--- src/rtl/adv_mdp_pkg.sv ---
// ============================================================================
// adv_mdp_pkg - shared types and constants
// Request payload types, configuration layout and structure offsets for the
// manufacturer data parser.
// ============================================================================
package adv_mdp_pkg;

    // Configuration register indexes
    localparam int CFG_IDX_W = 2;
    localparam logic [CFG_IDX_W-1:0] CFG_IDX_AD_TYPE    = 2'd0;
    localparam logic [CFG_IDX_W-1:0] CFG_IDX_COMPANY_ID = 2'd1;
    localparam logic [CFG_IDX_W-1:0] CFG_IDX_MIN_LENGTH = 2'd2;
    localparam int CFG_DATA_W = 16;

    // Reset values of the configuration registers
    localparam logic [7:0]  RST_AD_TYPE    = 8'hFF;
    localparam logic [15:0] RST_COMPANY_ID = 16'hFFFF;
    localparam logic [7:0]  RST_MIN_LENGTH = 8'd15;

    // Offsets from the structure start (the length byte)
    localparam logic [7:0] CID_LO_OFFSET = 8'd2;
    localparam logic [7:0] CID_HI_OFFSET = 8'd3;
    localparam int VALUE_OFFSET = 4;
    localparam int NUM_VALUES   = 5;

    typedef struct packed {
        logic [7:0]  match_ad_type;
        logic [15:0] match_company_id;
        logic [7:0]  min_struct_length;
    } cfg_t;

    typedef struct packed {
        logic [7:0] data_byte;
        logic       first_of_packet;
        logic [7:0] packet_length;
    } in_t;

    typedef struct packed {
        logic        found;
        logic [15:0] heart_rate_raw;
        logic [15:0] skin_temp_raw;
        logic [15:0] ambient_temp_raw;
        logic [15:0] humidity_val;
        logic [15:0] globe_temp_val;
    } out_t;

endpackage

--- src/rtl/adv_manufacturer_data_parser_core.sv ---
// ============================================================================
// adv_manufacturer_data_parser_core - advertising manufacturer data parser
// Walks the AD structures of an advertising payload streamed one byte per
// request and reports the five 16-bit values of the matching structure.
// ============================================================================
// Payload bytes arrive one per request on the s_ channel; a request with
// first_of_packet set opens a new packet (dropping any open one) and its
// packet_length gives the payload size. Bytes outside a packet are
// swallowed. The block walks the length-type-value structures until a zero
// length or a structure that overruns the packet, and picks the first one
// whose type equals match_ad_type, whose length byte is at least
// min_struct_length and whose bytes 2..3 hold match_company_id (low byte
// first). Bytes 4..13 of that structure are captured as five little-endian
// words. On the packet's last byte one result request leaves on the m_
// channel: found plus the five words, all zero when nothing matched; value
// bytes beyond the packet read as zero. Throughput is one byte per clock:
// the walker updates its state in a single step, so the only limit is the
// result register, and a final byte stalls only while an earlier result
// is still unclaimed. The final byte sits in the input register, and the
// walker output is loaded into the result register when that byte advances.
// Configuration is written through cfg_wr_en / cfg_index / cfg_wr_data;
// the user must write it only while no packet is in flight, which the block
// itself does not enforce. Index 0 is the AD type, 1 the company ID, 2 the
// minimum length, any other index is ignored.
// ============================================================================
module adv_manufacturer_data_parser_core (
    input  logic                                aclk,
    input  logic                                aresetn,
    // byte requests
    input  logic                                s_valid,
    output logic                                s_ready,
    input  adv_mdp_pkg::in_t                    s_data,
    // result requests
    output logic                                m_valid,
    input  logic                                m_ready,
    output adv_mdp_pkg::out_t                   m_data,
    // configuration writes
    input  logic                                cfg_wr_en,
    input  logic [adv_mdp_pkg::CFG_IDX_W-1:0]   cfg_index,
    input  logic [adv_mdp_pkg::CFG_DATA_W-1:0]  cfg_wr_data
);

    adv_mdp_pkg::cfg_t cfg;

    // match criteria
    adv_mdp_cfg u_cfg (
        .aclk        (aclk),
        .aresetn     (aresetn),
        .cfg_wr_en   (cfg_wr_en),
        .cfg_index   (cfg_index),
        .cfg_wr_data (cfg_wr_data),
        .cfg         (cfg)
    );

    // datapath: input register -> walker -> result register
    adv_mdp_core u_core (
        .aclk    (aclk),
        .aresetn (aresetn),
        .s_valid (s_valid),
        .s_ready (s_ready),
        .s_data  (s_data),
        .m_valid (m_valid),
        .m_ready (m_ready),
        .m_data  (m_data),
        .cfg     (cfg)
    );

endmodule

--- src/rtl/adv_mdp_cfg.sv ---
// ============================================================================
// adv_mdp_cfg - configuration registers
// Write-only register file holding the match criteria.
// ============================================================================
module adv_mdp_cfg (
    input  logic                                aclk,
    input  logic                                aresetn,
    input  logic                                cfg_wr_en,
    input  logic [adv_mdp_pkg::CFG_IDX_W-1:0]   cfg_index,
    input  logic [adv_mdp_pkg::CFG_DATA_W-1:0]  cfg_wr_data,
    output adv_mdp_pkg::cfg_t                   cfg
);

    adv_mdp_pkg::cfg_t cfg_reg;

    always_ff @(posedge aclk) begin
        if (!aresetn) begin
            cfg_reg.match_ad_type     <= adv_mdp_pkg::RST_AD_TYPE;
            cfg_reg.match_company_id  <= adv_mdp_pkg::RST_COMPANY_ID;
            cfg_reg.min_struct_length <= adv_mdp_pkg::RST_MIN_LENGTH;
        end else if (cfg_wr_en) begin
            unique case (cfg_index)
                adv_mdp_pkg::CFG_IDX_AD_TYPE:    cfg_reg.match_ad_type     <= cfg_wr_data[7:0];
                adv_mdp_pkg::CFG_IDX_COMPANY_ID: cfg_reg.match_company_id  <= cfg_wr_data;
                adv_mdp_pkg::CFG_IDX_MIN_LENGTH: cfg_reg.min_struct_length <= cfg_wr_data[7:0];
                default: ;  // unmapped index: ignored
            endcase
        end
    end

    assign cfg = cfg_reg;

endmodule

--- src/rtl/adv_mdp_walker.sv ---
// ============================================================================
// adv_mdp_walker - AD structure walk and capture
// Holds the per-packet parse state, processes one byte per step and forms
// the result on the final byte of a packet.
// ============================================================================
module adv_mdp_walker (
    input  logic                aclk,
    input  logic                aresetn,
    input  logic                step_en,
    input  adv_mdp_pkg::in_t    item,
    input  adv_mdp_pkg::cfg_t   cfg,
    output logic                res_valid,
    output adv_mdp_pkg::out_t   res
);

    typedef enum logic [1:0] {
        PH_IDLE,
        PH_LEN,
        PH_TYPE
    } phase_t;

    // Parse state
    logic        in_packet_reg;
    logic [7:0]  pos_reg;
    logic [7:0]  total_reg;
    logic [7:0]  start_reg;
    logic [7:0]  slen_reg;
    phase_t      phase_reg;
    logic [7:0]  clow_reg;
    logic [15:0] vals_reg [adv_mdp_pkg::NUM_VALUES];
    logic        match_reg;
    logic        cand_valid_reg;
    logic [7:0]  cand_start_reg;
    logic [7:0]  next_len_reg;

    // Step results
    logic        open_pkt;
    logic        active;
    logic        last;
    logic [7:0]  b;
    logic [7:0]  pos_cur;
    logic [7:0]  off;
    logic [7:0]  total_next;
    logic [7:0]  start_next;
    logic [7:0]  slen_next;
    phase_t      phase_next;
    logic [7:0]  clow_next;
    logic [15:0] vals_next [adv_mdp_pkg::NUM_VALUES];
    logic        match_next;
    logic        cand_valid_next;
    logic [7:0]  cand_start_next;
    logic [7:0]  next_len_next;

    always_comb begin
        b        = item.data_byte;
        open_pkt = item.first_of_packet;
        active   = open_pkt || in_packet_reg;

        // a first byte restarts the packet state
        pos_cur         = open_pkt ? 8'd0 : pos_reg;
        total_next      = open_pkt ? item.packet_length : total_reg;
        start_next      = open_pkt ? 8'd0 : start_reg;
        slen_next       = open_pkt ? 8'd0 : slen_reg;
        phase_next      = open_pkt ? PH_LEN : phase_reg;
        clow_next       = open_pkt ? 8'd0 : clow_reg;
        match_next      = open_pkt ? 1'b0 : match_reg;
        cand_valid_next = open_pkt ? 1'b0 : cand_valid_reg;
        cand_start_next = open_pkt ? 8'd0 : cand_start_reg;
        next_len_next   = open_pkt ? 8'd0 : next_len_reg;
        for (int j = 0; j < adv_mdp_pkg::NUM_VALUES; j++) begin
            vals_next[j] = open_pkt ? 16'd0 : vals_reg[j];
        end

        off = pos_cur - cand_start_next;

        // pending candidate: company id bytes
        if (cand_valid_next) begin
            if (off == adv_mdp_pkg::CID_LO_OFFSET) begin
                clow_next = b;
            end else if (off == adv_mdp_pkg::CID_HI_OFFSET) begin
                if ({b, clow_next} == cfg.match_company_id) begin
                    match_next = 1'b1;
                end
                cand_valid_next = 1'b0;
            end
        end

        // value capture, little-endian pairs
        if (match_next) begin
            for (int j = 0; j < adv_mdp_pkg::NUM_VALUES; j++) begin
                if (off == 8'(adv_mdp_pkg::VALUE_OFFSET + 2*j)) begin
                    vals_next[j][7:0] = b;
                end else if (off == 8'(adv_mdp_pkg::VALUE_OFFSET + 2*j + 1)) begin
                    vals_next[j][15:8] = b;
                end
            end
        end

        // structure walk
        if (!match_next) begin
            if (phase_next == PH_LEN && pos_cur == next_len_next) begin
                if (b == 8'd0 || ({1'b0, pos_cur} + {1'b0, b}) >= {1'b0, total_next}) begin
                    phase_next = PH_IDLE;
                end else begin
                    start_next = pos_cur;
                    slen_next  = b;
                    phase_next = PH_TYPE;
                end
            end else if (phase_next == PH_TYPE
                         && {1'b0, pos_cur} == ({1'b0, start_next} + 9'd1)) begin
                if (!cand_valid_next && b == cfg.match_ad_type
                    && slen_next >= cfg.min_struct_length) begin
                    cand_valid_next = 1'b1;
                    cand_start_next = start_next;
                end
                // start + len stays below the packet length, so 8 bits suffice
                next_len_next = 8'({1'b0, start_next} + {1'b0, slen_next} + 9'd1);
                phase_next    = PH_LEN;
            end
        end

        last      = ({1'b0, pos_cur} + 9'd1) >= {1'b0, total_next};
        res_valid = active && last;

        res.found            = match_next;
        res.heart_rate_raw   = match_next ? vals_next[0] : 16'd0;
        res.skin_temp_raw    = match_next ? vals_next[1] : 16'd0;
        res.ambient_temp_raw = match_next ? vals_next[2] : 16'd0;
        res.humidity_val     = match_next ? vals_next[3] : 16'd0;
        res.globe_temp_val   = match_next ? vals_next[4] : 16'd0;
    end

    always_ff @(posedge aclk) begin
        if (!aresetn) begin
            in_packet_reg  <= 1'b0;
            pos_reg        <= 8'd0;
            total_reg      <= 8'd0;
            start_reg      <= 8'd0;
            slen_reg       <= 8'd0;
            phase_reg      <= PH_IDLE;
            clow_reg       <= 8'd0;
            match_reg      <= 1'b0;
            cand_valid_reg <= 1'b0;
            cand_start_reg <= 8'd0;
            next_len_reg   <= 8'd0;
            for (int j = 0; j < adv_mdp_pkg::NUM_VALUES; j++) begin
                vals_reg[j] <= 16'd0;
            end
        end else if (step_en && active) begin
            total_reg      <= total_next;
            start_reg      <= start_next;
            slen_reg       <= slen_next;
            clow_reg       <= clow_next;
            match_reg      <= match_next;
            cand_start_reg <= cand_start_next;
            next_len_reg   <= next_len_next;
            for (int j = 0; j < adv_mdp_pkg::NUM_VALUES; j++) begin
                vals_reg[j] <= vals_next[j];
            end
            if (last) begin
                in_packet_reg  <= 1'b0;
                pos_reg        <= pos_cur;
                phase_reg      <= PH_IDLE;
                cand_valid_reg <= 1'b0;
            end else begin
                in_packet_reg  <= 1'b1;
                pos_reg        <= pos_cur + 8'd1;
                phase_reg      <= phase_next;
                cand_valid_reg <= cand_valid_next;
            end
        end
    end

endmodule

--- src/rtl/adv_mdp_core.sv ---
// ============================================================================
// adv_mdp_core - input register, walker and result register
// Registers each byte request, steps the walker on it and holds the result
// until the downstream side takes it.
// ============================================================================
module adv_mdp_core (
    input  logic                aclk,
    input  logic                aresetn,
    input  logic                s_valid,
    output logic                s_ready,
    input  adv_mdp_pkg::in_t    s_data,
    output logic                m_valid,
    input  logic                m_ready,
    output adv_mdp_pkg::out_t   m_data,
    input  adv_mdp_pkg::cfg_t   cfg
);

    logic              in_valid_reg;
    adv_mdp_pkg::in_t  in_data_reg;
    logic              out_valid_reg;
    adv_mdp_pkg::out_t out_data_reg;

    logic              res_valid;
    adv_mdp_pkg::out_t res;
    logic              out_free;
    logic              advance;

    // a byte that ends no packet never waits on the result register
    assign out_free = !out_valid_reg || m_ready;
    assign advance  = in_valid_reg && (!res_valid || out_free);
    assign s_ready  = !in_valid_reg || advance;

    adv_mdp_walker u_walker (
        .aclk      (aclk),
        .aresetn   (aresetn),
        .step_en   (advance),
        .item      (in_data_reg),
        .cfg       (cfg),
        .res_valid (res_valid),
        .res       (res)
    );

    always_ff @(posedge aclk) begin
        if (!aresetn) begin
            in_valid_reg  <= 1'b0;
            out_valid_reg <= 1'b0;
        end else begin
            if (s_ready) begin
                in_valid_reg <= s_valid;
            end
            if (advance && res_valid) begin
                out_valid_reg <= 1'b1;
            end else if (m_ready) begin
                out_valid_reg <= 1'b0;
            end
        end
    end

    always_ff @(posedge aclk) begin
        if (s_ready && s_valid) begin
            in_data_reg <= s_data;
        end
        if (advance && res_valid) begin
            out_data_reg <= res;
        end
    end

    assign m_valid = out_valid_reg;
    assign m_data  = out_data_reg;

endmodule

--- config.mk ---
export PLATFORM = sky130hd
export DESIGN_NAME = adv_manufacturer_data_parser_core
export DESIGN_NICKNAME = d
export VERILOG_FILES = /design/src/rtl/adv_mdp_pkg.sv /design/src/rtl/adv_manufacturer_data_parser_core.sv /design/src/rtl/adv_mdp_cfg.sv /design/src/rtl/adv_mdp_walker.sv /design/src/rtl/adv_mdp_core.sv
export SDC_FILE = /design/constraint.sdc
export NUM_CORES = 1
export LEC_CHECK = 0
export ABC_AREA = 1
export BUFFER_PORTS_ARGS = -buffer_cell sky130_fd_sc_hd__buf_4
export CAP_MARGIN = 10
export CORE_UTILIZATION = 43
export CTS_CLUSTER_SIZE = 12
export DETAILED_ROUTE_END_ITERATION = 12
export HOLD_SLACK_MARGIN = 0.08
export PLACE_DENSITY = 0.63
export SLEW_MARGIN = 20
export SYNTH_ARGS = -nofsm -noshare
export SYNTH_HDL_FRONTEND = slang
export SYNTH_HIERARCHICAL = 1
export SYNTH_SLANG_ARGS = --single-unit
--- constraint.sdc ---
create_clock -name aclk -period 15.85 [get_ports aclk]
set_input_delay 0.7925 -clock aclk [delete_from_list [all_inputs] [get_ports aclk]]
set_output_delay 0.7925 -clock aclk [all_outputs]
set_load 0.1 [all_outputs]
### Word-level counts from Yosys, hierarchy flattened

Memories as Yosys holds them, arrays and structs flattened.
Index checks and enable logic that the tools add are counted.

| operators by class | value |
|---|---|
| reduce and logical (&&, ||, !) cells | 24 |
| $lt $le $gt $ge | 3 |
| shift operators | 0 |
| equal/unequal tests | 20 |
| add/subtract/negate cells | 7 |
| multipliers | 0 |
| bitwise operators | 5 |
| divide/modulo/power cells | 0 |
| multiplexer cells | 76 |

Operators by type and width:

| operator | number |
|---|---|
| 8-bit two-way mux | 38 |
| 16-bit two-way mux | 10 |
| 80-bit two-way mux | 1 |
| 8-bit by 4-bit == test with 1-bit output (second input constant) | 6 |
| 8-bit by 3-bit == test with 1-bit output (second input constant) | 4 |
| 1-bit two-way mux | 21 |
| 8-bit by 1-bit adder with 9-bit output (second input constant) | 2 |
| 9-bit by 8-bit >= comparator with 1-bit output | 2 |
| 8-bit by 1-bit adder with 8-bit output (second input constant) | 2 |
| 16-bit == test | 1 |
| 8-bit by 2-bit == test with 1-bit output (second input constant) | 2 |
| 8-bit == test | 2 |
| 2-bit two-way mux | 6 |
| 8-bit by 8-bit adder with 9-bit output | 1 |
| 8-bit by 9-bit == test with 1-bit output | 1 |
| 1-bit logical AND | 9 |
| 8-bit adder | 1 |
| 8-bit >= comparator | 1 |
| 8-bit zero test | 1 |
| 8-bit subtractor | 1 |
| 2-bit AND reduction | 3 |
| 1-bit logical OR | 5 |
| 1-bit OR | 5 |
| 2-bit by 1-bit == test with 1-bit output (second input constant) | 2 |
| other kinds (4) | 8 |

| storage, ports and cells | value |
|---|---|
| memories kept | 1 |
| bits in read-only memories | 0 |
| bits in latches | 0 |
| output and inout bits | 83 |
| register bits | 193 |
| bits of input ports | 40 |
| word-level logic and storage cells | 161 |
| RAM bits | 80 |

Memories:

| memory | depth | width | rd ports | clocked after memory_dff | write ports | line | source |
|---|---|---|---|---|---|---|---|
| u_core.u_walker.vals_reg | 5 | 16 | 5 | 0 | 5 | adv_mdp_walker.sv:30 | `logic [15:0] vals_reg [adv_mdp_pkg::NUM_VALUES];` |

### Longest topological paths before layout

Gate-level depths: netlist (run 1).

| logic depth | value |
|---|---|
| depth in word-level cells | 14 |
| mapped depth | 28 |

### By module

The synthesis (run 1) kept the hierarchy.

By module, submodules not included:

| module | sequential area each (µm²) | cells an instance | times used | area each (µm²) |
|---|---|---|---|---|
| adv_mdp_walker | 3623.5 | 1698 | 1 | 10807.9 |
| adv_mdp_core | 2982.9 | 117 | 1 | 3064.2 |
| adv_mdp_cfg | 640.6 | 154 | 1 | 1266.2 |

### Worst setup path before layout (run 1)

Ideal clock, no wire load.

| timing | value |
|---|---|
| path kind | register -> register |
| from | register u_core/in_data_reg[8] (netlist name) |
| to | memory u_core.u_walker.vals_reg[0][0] (enable) |
| arrival time | 5.789 ns |
| clock period less this slack | 6.265 ns |
| stages on the path, launching flop included | 26 |
| data required time | 15.374 ns |
| path buffers | 7 |
| setup slack | 9.585 ns |
| cell sequence | edfxtp_1 > inv_2 > buf_6 > buf_4 > buf_6 > clkbuf_1 > clkbuf_1 > nand2_1 > o21ai_0 > ha_1 > a21oi_1 > o221a_2 > o21ai_0 > nand2_1 > nand3b_1 > buf_2 > o21ai_0 > inv_1 > inv_1 > o21ai_0 > inv_1 > o21ai_0 > inv_1 > nor2_1 > inv_1 > clkbuf_1 |

RTL lines:

| what | line | source |
|---|---|---|
| start, declared | adv_mdp_core.sv:19 | `adv_mdp_pkg::in_t in_data_reg;` |
| start signal, assigned | adv_mdp_core.sv:61 | `in_data_reg <= s_data;` |
| end, declared | adv_mdp_walker.sv:30 |  |

==> out/metrics.yaml, run 1 <==
sta:
  fin_crit_sh_pct: 39.50
  finalHoldViolations: 0
  setup_violations: 0
  tns_ps: 0
  slew_headroom_pct: 27.89
  rsz0062_at_grt: "false"
  min_period_ps: 6260
  fmax_mhz: 159.7
  skew_ps: 8.479
  worstMarginPinSlew_ps: 1082
  slew_violations: 0
detailed_routing:
  routed_wl_mm: 41.25
  first_pass_iters: 6
  drt_iter0_drc: 1147
  wl_met2_mm: 18.99
  maxUsedRoutingLayer: "met4"
  wl_per_cell_microns: 16.31
  vias_per_cell: 5.237
  wl_met3_mm: 2.891
  met1_length_mm: 18.44
  drc: 0
  drtAntennaViolNets: 0
  num_vias: 13250
global_routing:
  grt_max_degree: 97
  grt_pass1_vias: 11980
  grt_pass1_wl_mm: 64.77
  antenna_found_initial: 0
  grt_overflow: 0
  grt_usage_pct: 22.62
placed_design:
  gp_congestion: 0.9266
  hpwl_mm: 27.98
  port_buffers: 122
  dpl.cell_count: 2472
  dpl_cell_area_sq_um: 16300
floorplan:
  fp.dieArea_sq_um: 35960
  die_height_microns: 189.6
  coreArea_sq_um: 34630
  io_pins: 123
  die_x_microns: 189.6
  initial_core_util_pct: 43.72
  rows: 68
min_path:
  hp-class: "in -> reg"
setup_path:
  crit_required_ps: 16040
  crit_buf_inv: 11
  crit_path_max_incr_delay_ps: 630
  path_delay_family: "buffers and inverters"
  cp_slowest_cell: "clkinv_2"
  path_cells: "buf_4 -> clkinv_2 -> nand2_1 -> inv_1 -> nand3_1 -> xor2_1 -> inv_1 -> ha_1 -> nand2_1 -> o32ai_1 -> nand3b_1 -> o21ai_0 -> inv_1 -> inv_1 -> o21ai_0 -> inv_1 -> o21ai_0 -> inv_1 -> nor2_2 -> buf_4 -> clkinv_2 -> buf_4"
  cp_max_fo: 74
  end_kind: "flop"
  arrival_ps: 6450
  worstSetupStartpointType: "flop"
  crit_type: "reg -> reg"
  crit_top_cell: "inv_1"
synth:
  synth_commonest_cells: "635 x nand2_1, 268 x nand3_1, 242 x inv_1"
  synth_most_common_cell: "nand2_1"
  synth_area_leaders: "edfxtp_1 35%, nand2_1 16%, dfxtp_1 13%"
  synth_area_sq_um: 15140
  synth_nets: 2050
  syn_area_per_cell_sq_um: 7.688
  ys_ff_latch: 273
  synth_enable_flop_cells: 178
  async_flop_share_pct: 0
  ys_warn_count: 6
  synth_top_area_share_pct: 35.31
  yosysSeqAreaShare_pct: 47.87
  yosysTopAreaCell: "edfxtp_1"
  synth_cell_types: 44
  synth_cells: 1969
  ys.flop_type: "edfxtp_1"
power_and_ir_drop:
  p_int_mw: 1.305
  power_density_nw_per_um2: 97.64
  power.switching_mw: 0.3966
  power_frac_comb_pct: 7.5
  seq_power_share_pct: 46.2
  power.total_mw: 1.702
  leakage_nw: 8.691
  swShare_pct: 23.31
  irDropWorstVdd_v: 0.00007692
  power.share.clock_pct: 46.3
clock_tree:
  cts_root_buf: "clkbuf_16"
  cts_inserted_buffers: 31
  post-cts-setup-buffers: 0
  ctsHoldBuffers: 0
  clkTransAtPathRegs_ps: 60
  htree_num_levels: 1
  ctsResizeCount: 0
  clock-sinks: 273
  clockBufferDepth: 3
  cts_tree: "built"
  clkLatencyLatePin_ps: 580
finish:
  fillers: 3290
  drive_gt1_share_pct: 11.18
  num_antenna_cells: 0
  seqCellArea_sq_um: 7247
  instances_no_fill: 2530
  multi_input_area_sq_um: 6484
  largest_reg_flops: 81
  nets: 2131
  area_delta_synth_final_pct: 15.13
  final_area_sq_um: 17430
status:
  outcome: "completed"
job:
  maxCapViolCount: 0
cell families after synthesis:
family,count (synthesis),synth area share [%]
and+or+nand+nor,1124,32.19
adders and majority gates,41,3.438
xor gates and xnor gates,28,1.620
AOI/OAI and AO/OA,156,5.496
buffers and inverters,347,9.381
DFF,273,47.87
routing by layer:
layer  vias up  global-route usage, %
met5         -                      0
met4         0                  6.700
met3        67                  2.951
met2       457                  36.19
met1      6108                  31.87
li1       6617                      -
power by group through the flow:
stage | clock network [mW] | logic (mW) | registers (mW)
CTS | 0.802 | 0.127 | 0.787
detailed placement | 0 | 0.127 | 0.802
finish | 0.787 | 0.128 | 0.787
global placement | 0 | 0.125 | 0.801
floorplan | 0 | 0.0883 | 0.799
global route | 0.830 | 0.142 | 0.788
worst reg2reg max path: stages (launching register included):
cell and delay, ps:
edfxtp_1 320, buf_4 430, clkinv_2 650, nand2_1 440, inv_1 210, nand3_1 160, xor2_1 150, inv_1 70
ha_1 290, nand2_1 50, o32ai_1 200, nand3b_1 440, o21ai_0 180, inv_1 140, inv_1 60, o21ai_0 160
inv_1 60, o21ai_0 130, inv_1 120, nor2_2 90, buf_4 410, clkinv_2 480, buf_4 550
cells in the final DEF, fill, tap and decap left out, drive strengths merged, types with 19 or more instances in the layout:
master | Yosys | routed
nor2 | 131 | 131
o21ai | 50 | 50
ha | 40 | 40
a21oi | 83 | 83
nand2 | 642 | 642
xnor2 | 19 | 19
clkbuf | 39 | 41
inv | 252 | 250
nand3 | 273 | 273
nand4 | 61 | 61
dfxtp | 95 | 95
edfxtp | 178 | 178
buf | 50 | 137
final timing paths:
path,startpoint,end,slack [ps],depth (start not counted)
worst min-delay path,s_data[16],u_core/in_data_reg[16],390,1
worst max-delay path,u_core/in_data_reg[8],u_core/u_walker/vals_reg[0][20],9590,22
worst max register to register,u_core/in_data_reg[8],u_core/u_walker/vals_reg[0][20],9590,22
worst min register to register,u_core/u_walker/slen_reg[6],u_core/u_walker/slen_reg[6],450,2
final cells by class:
cell class              instances  share of cell area, %
flip-flops and latches        273                  41.58
multi-input cells            1349                  37.20
repair buffers                137                  5.901
inverters                     258                  5.593
clock buffers                  41                  4.896
well taps                     455                  3.267
clock inverters                17                  1.558
stage by stage:
stage / worst slack (ps) / utilization [%] / hold slack (ps)
after floorplan: 9585 / - / 426.1
after global placement: 9787 / 47.08 / 437.9
after detailed placement: 9622 / 47.08 / 441.0
after CTS: 9606 / 50.33 / 367.6
after global routing: 9000 / 50.33 / 366.8
final: 9590 / 50.33 / 389.3
No activity file was read; power rests on OpenSTA's default activity.
==> run 2, diff against run 1 <==
Settings changed: PLACE_DENSITY 0.63 to 0.65.
Clock period 15.85 ns to 5.7 ns, I/O delays scaled along.
==> run 2 against run 1 <==
Net effect: largest power group unchanged; utilization rose by 0.90 points; hold slack got worse by 260 ps; final area rose by 1.8%; power rose to 2.6 times the previous value; cell count rose by 1.7%; via count rose by 1.9%; clock-buffer cell count fell by 2.
==> out/metrics.yaml, run 2 (synthesis gave the netlist of run 1 again) <==
status:
  outcome: "completed"
power_and_ir_drop:
  leakage_nw: 8.386  # -3.5%
  power.share.clock_pct: 42.0  # -4.3 points
  irDropWorstVdd_v: 0.0002233  # +190%
  power_density_nw_per_um2: 254.1  # +160%
  power_frac_comb_pct: 9.4  # +1.9 points
  p_int_mw: 3.393  # +160%
  power.switching_mw: 1.114  # +180%
  power.total_mw: 4.507  # +160%
  swShare_pct: 24.72  # +1.4 points
  seq_power_share_pct: 48.6  # +2.4 points
setup_path:
  crit_type: "reg -> reg"
  endpoint: "u_core/u_walker/vals_reg[0][5]"
  crit_required_ps: 5890  # -10150 ps
  arrival_ps: 5060  # -1390 ps
  worstSetupStartpointType: "flop"
  critPathLaunch: "u_core/in_data_reg[8]"
  r2r_setup_slack_ps: 820  # -8770 ps
  path_cells: "nor2_1 -> nand2_1 -> nor2_1 -> nand2_1 -> nor2_1 -> nor2_1 -> ha_1 -> nand4_1 -> o221a_2 -> o21ai_0 -> nand2_1 -> nand3b_1 -> o21ai_0 -> inv_1 -> inv_1 -> o21ai_0 -> inv_1 -> o21ai_0 -> inv_1 -> nor2_2 -> clkinv_2 -> buf_6"
  cp_slowest_cell: "nor2_1"
  r2r-end: "u_core/u_walker/vals_reg[0][5]"
  r2r-start: "u_core/in_data_reg[8]"
  cp_max_fo: 88  # +19%
  end_kind: "flop"
  r2r_cells: 22  # unchanged
  crit_path_max_incr_delay_ps: 610  # -20 ps
sta:
  rsz0062_at_grt: "false"
  tns_ps: 0  # unchanged
  finalHoldViolations: 0  # unchanged
  fin_crit_sh_pct: 85.58  # +46 points
  hold-worst-slack_ps: 128.3  # -261.0 ps
  setup_violations: 0  # unchanged
  min_period_ps: 4878  # -1382 ps
  slew_headroom_pct: 39.29  # +11 points
  slew_violations: 0  # unchanged
  skew_ps: 17.21  # +8.730 ps
  worstMarginPinSlew_ps: 909.7  # -172.0 ps
  fmax_mhz: 205.0  # +28%
floorplan:
  io_pins: 123  # unchanged
  die_height_microns: 189.6  # unchanged
  coreArea_sq_um: 34630  # unchanged
  die_x_microns: 189.6  # unchanged
  rows: 68  # unchanged
  fp.dieArea_sq_um: 35960  # unchanged
  initial_core_util_pct: 43.72  # unchanged
min_path:
  hp-class: "in -> reg"
  whs_path_depth: 2  # +1
finish:
  largest_reg_flops: 81  # unchanged
  drive_gt1_share_pct: 11.09  # -0.091 points
  layout_common_cells: "634 x nand2_1, 268 x nand3_1, 240 x inv_1"
  area_delta_synth_final_pct: 17.18
  layout.cells.most_common: "nand2_1"
  num_antenna_cells: 0  # unchanged
  nets: 2178  # +2.2%
detailed_routing:
  vias_per_cell: 5.247  # +0.19%
  drc: 0  # unchanged
  drtAntennaViolNets: 0  # unchanged
  num_vias: 13510  # +1.9%
  routed_wl_mm: 41.56  # +0.75%
  wl_per_cell_microns: 16.15  # -0.97%
  first_pass_iters: 6  # unchanged
  drt_iter0_drc: 1151  # +0.35%
global_routing:
  antenna_found_initial: 0  # unchanged
  grt_max_degree: 89  # -8.2%
  grt_overflow: 0  # unchanged
  grt_usage_pct: 22.98  # +0.36 points
  grt_pass1_wl_mm: 66.47  # +2.6%
  met2_usage_pct: 38.26  # +2.1 points
  grtUsageMet3_pct: 2.804  # -0.15 points
  busiest_layer: "met2"
  grt_pass1_vias: 12610  # +5.2%
  grt_use_met1_pct: 30.56  # -1.3 points
clock_tree:
  htree_num_levels: 1  # unchanged
  cts_inserted_buffers: 30  # -3.2%
  clkLatencyLatePin_ps: 570  # about the same
  cts_root_buf: "clkbuf_16"
  clkTransAtPathRegs_ps: 60  # about the same
  clock-sinks: 273  # unchanged
  clockBufferDepth: 3  # unchanged
  cts_tree: "built"
job:
  maxCapViolCount: 0  # unchanged
placed_design:
  port_buffers: 122  # unchanged
  hpwl_mm: 28.12  # +0.52%
  gp_congestion: 0.9087  # -1.9%
-- run 2: critical path: cells and delay by family (launching register included) --
kind / cells / cell delay [ps]
fa+ha+maj: 1 / 330
flops: 1 / 590
buf+inv: 6 / 870
simple gates: 10 / 1830
compound gates: 5 / 750
-- run 2: worst min path at each step --
stage	startpoint	to	slack, ps
floorplan	aresetn	u_core/m_valid	380
global placement	u_core/u_walker/slen_reg[1]	u_core/u_walker/slen_reg[1]	440
detailed placement	u_core/u_walker/next_len_reg[3]	u_core/u_walker/next_len_reg[3]	440
CTS	aresetn	u_cfg/cfg[0]	110
global route	aresetn	u_cfg/cfg[3]	140
finish	aresetn	u_cfg/cfg[2]	130
-- run 2: metrics by stage --
step,instances,utilization (%),area [sq um],worst slack (ps)
final,2574,51.23,17740,822.1
after global routing,2574,51.23,17740,383.8
after CTS,2574,51.22,17740,634.2
after detailed placement,2484,47.45,16430,682.2
after global placement,2484,47.45,16430,704.2
after floorplan,1969,-,15140,618.0
-- run 2: metal layers --
layer	share of wire (%)	wire, microns	vias to the layer above
met2	46	19250	467
li1	-	-	6706
met5	0	0	-
met3	6.4	2665	83
met4	3.6	1481	0
met1	44	18170	6249
-- run 2: cell type report --
cell class                 instances  area [sq um]
sequential                       273          7247
fill                            3279         16890
clock buffer                      39         784.5
tap                              455         569.3
multi-input combinational       1349          6484
inverter                         258         974.7
clock inverter                    15         160.2
timing repair buffer             185          1520
-- run 2: what timing repair did --
| action | 4_1_cts | 5_1_grt |
|---|---|---|
| endpoints found under the hold margin | 50 | 0 |
| hold buffers | 36 | 0 |
| buffers inserted | 0 | 0 |
| resized for setup | 0 | 0 |
-- run 2: power by group through the flow --
stage | registers, mW | logic (mW) | clock network, mW
finish | 2.19 | 0.425 | 1.89
global route | 2.20 | 0.466 | 2.00
CTS | 2.19 | 0.421 | 1.93
detailed placement | 2.23 | 0.400 | 0
global placement | 2.23 | 0.395 | 0
floorplan | 2.26 | 0.246 | 0
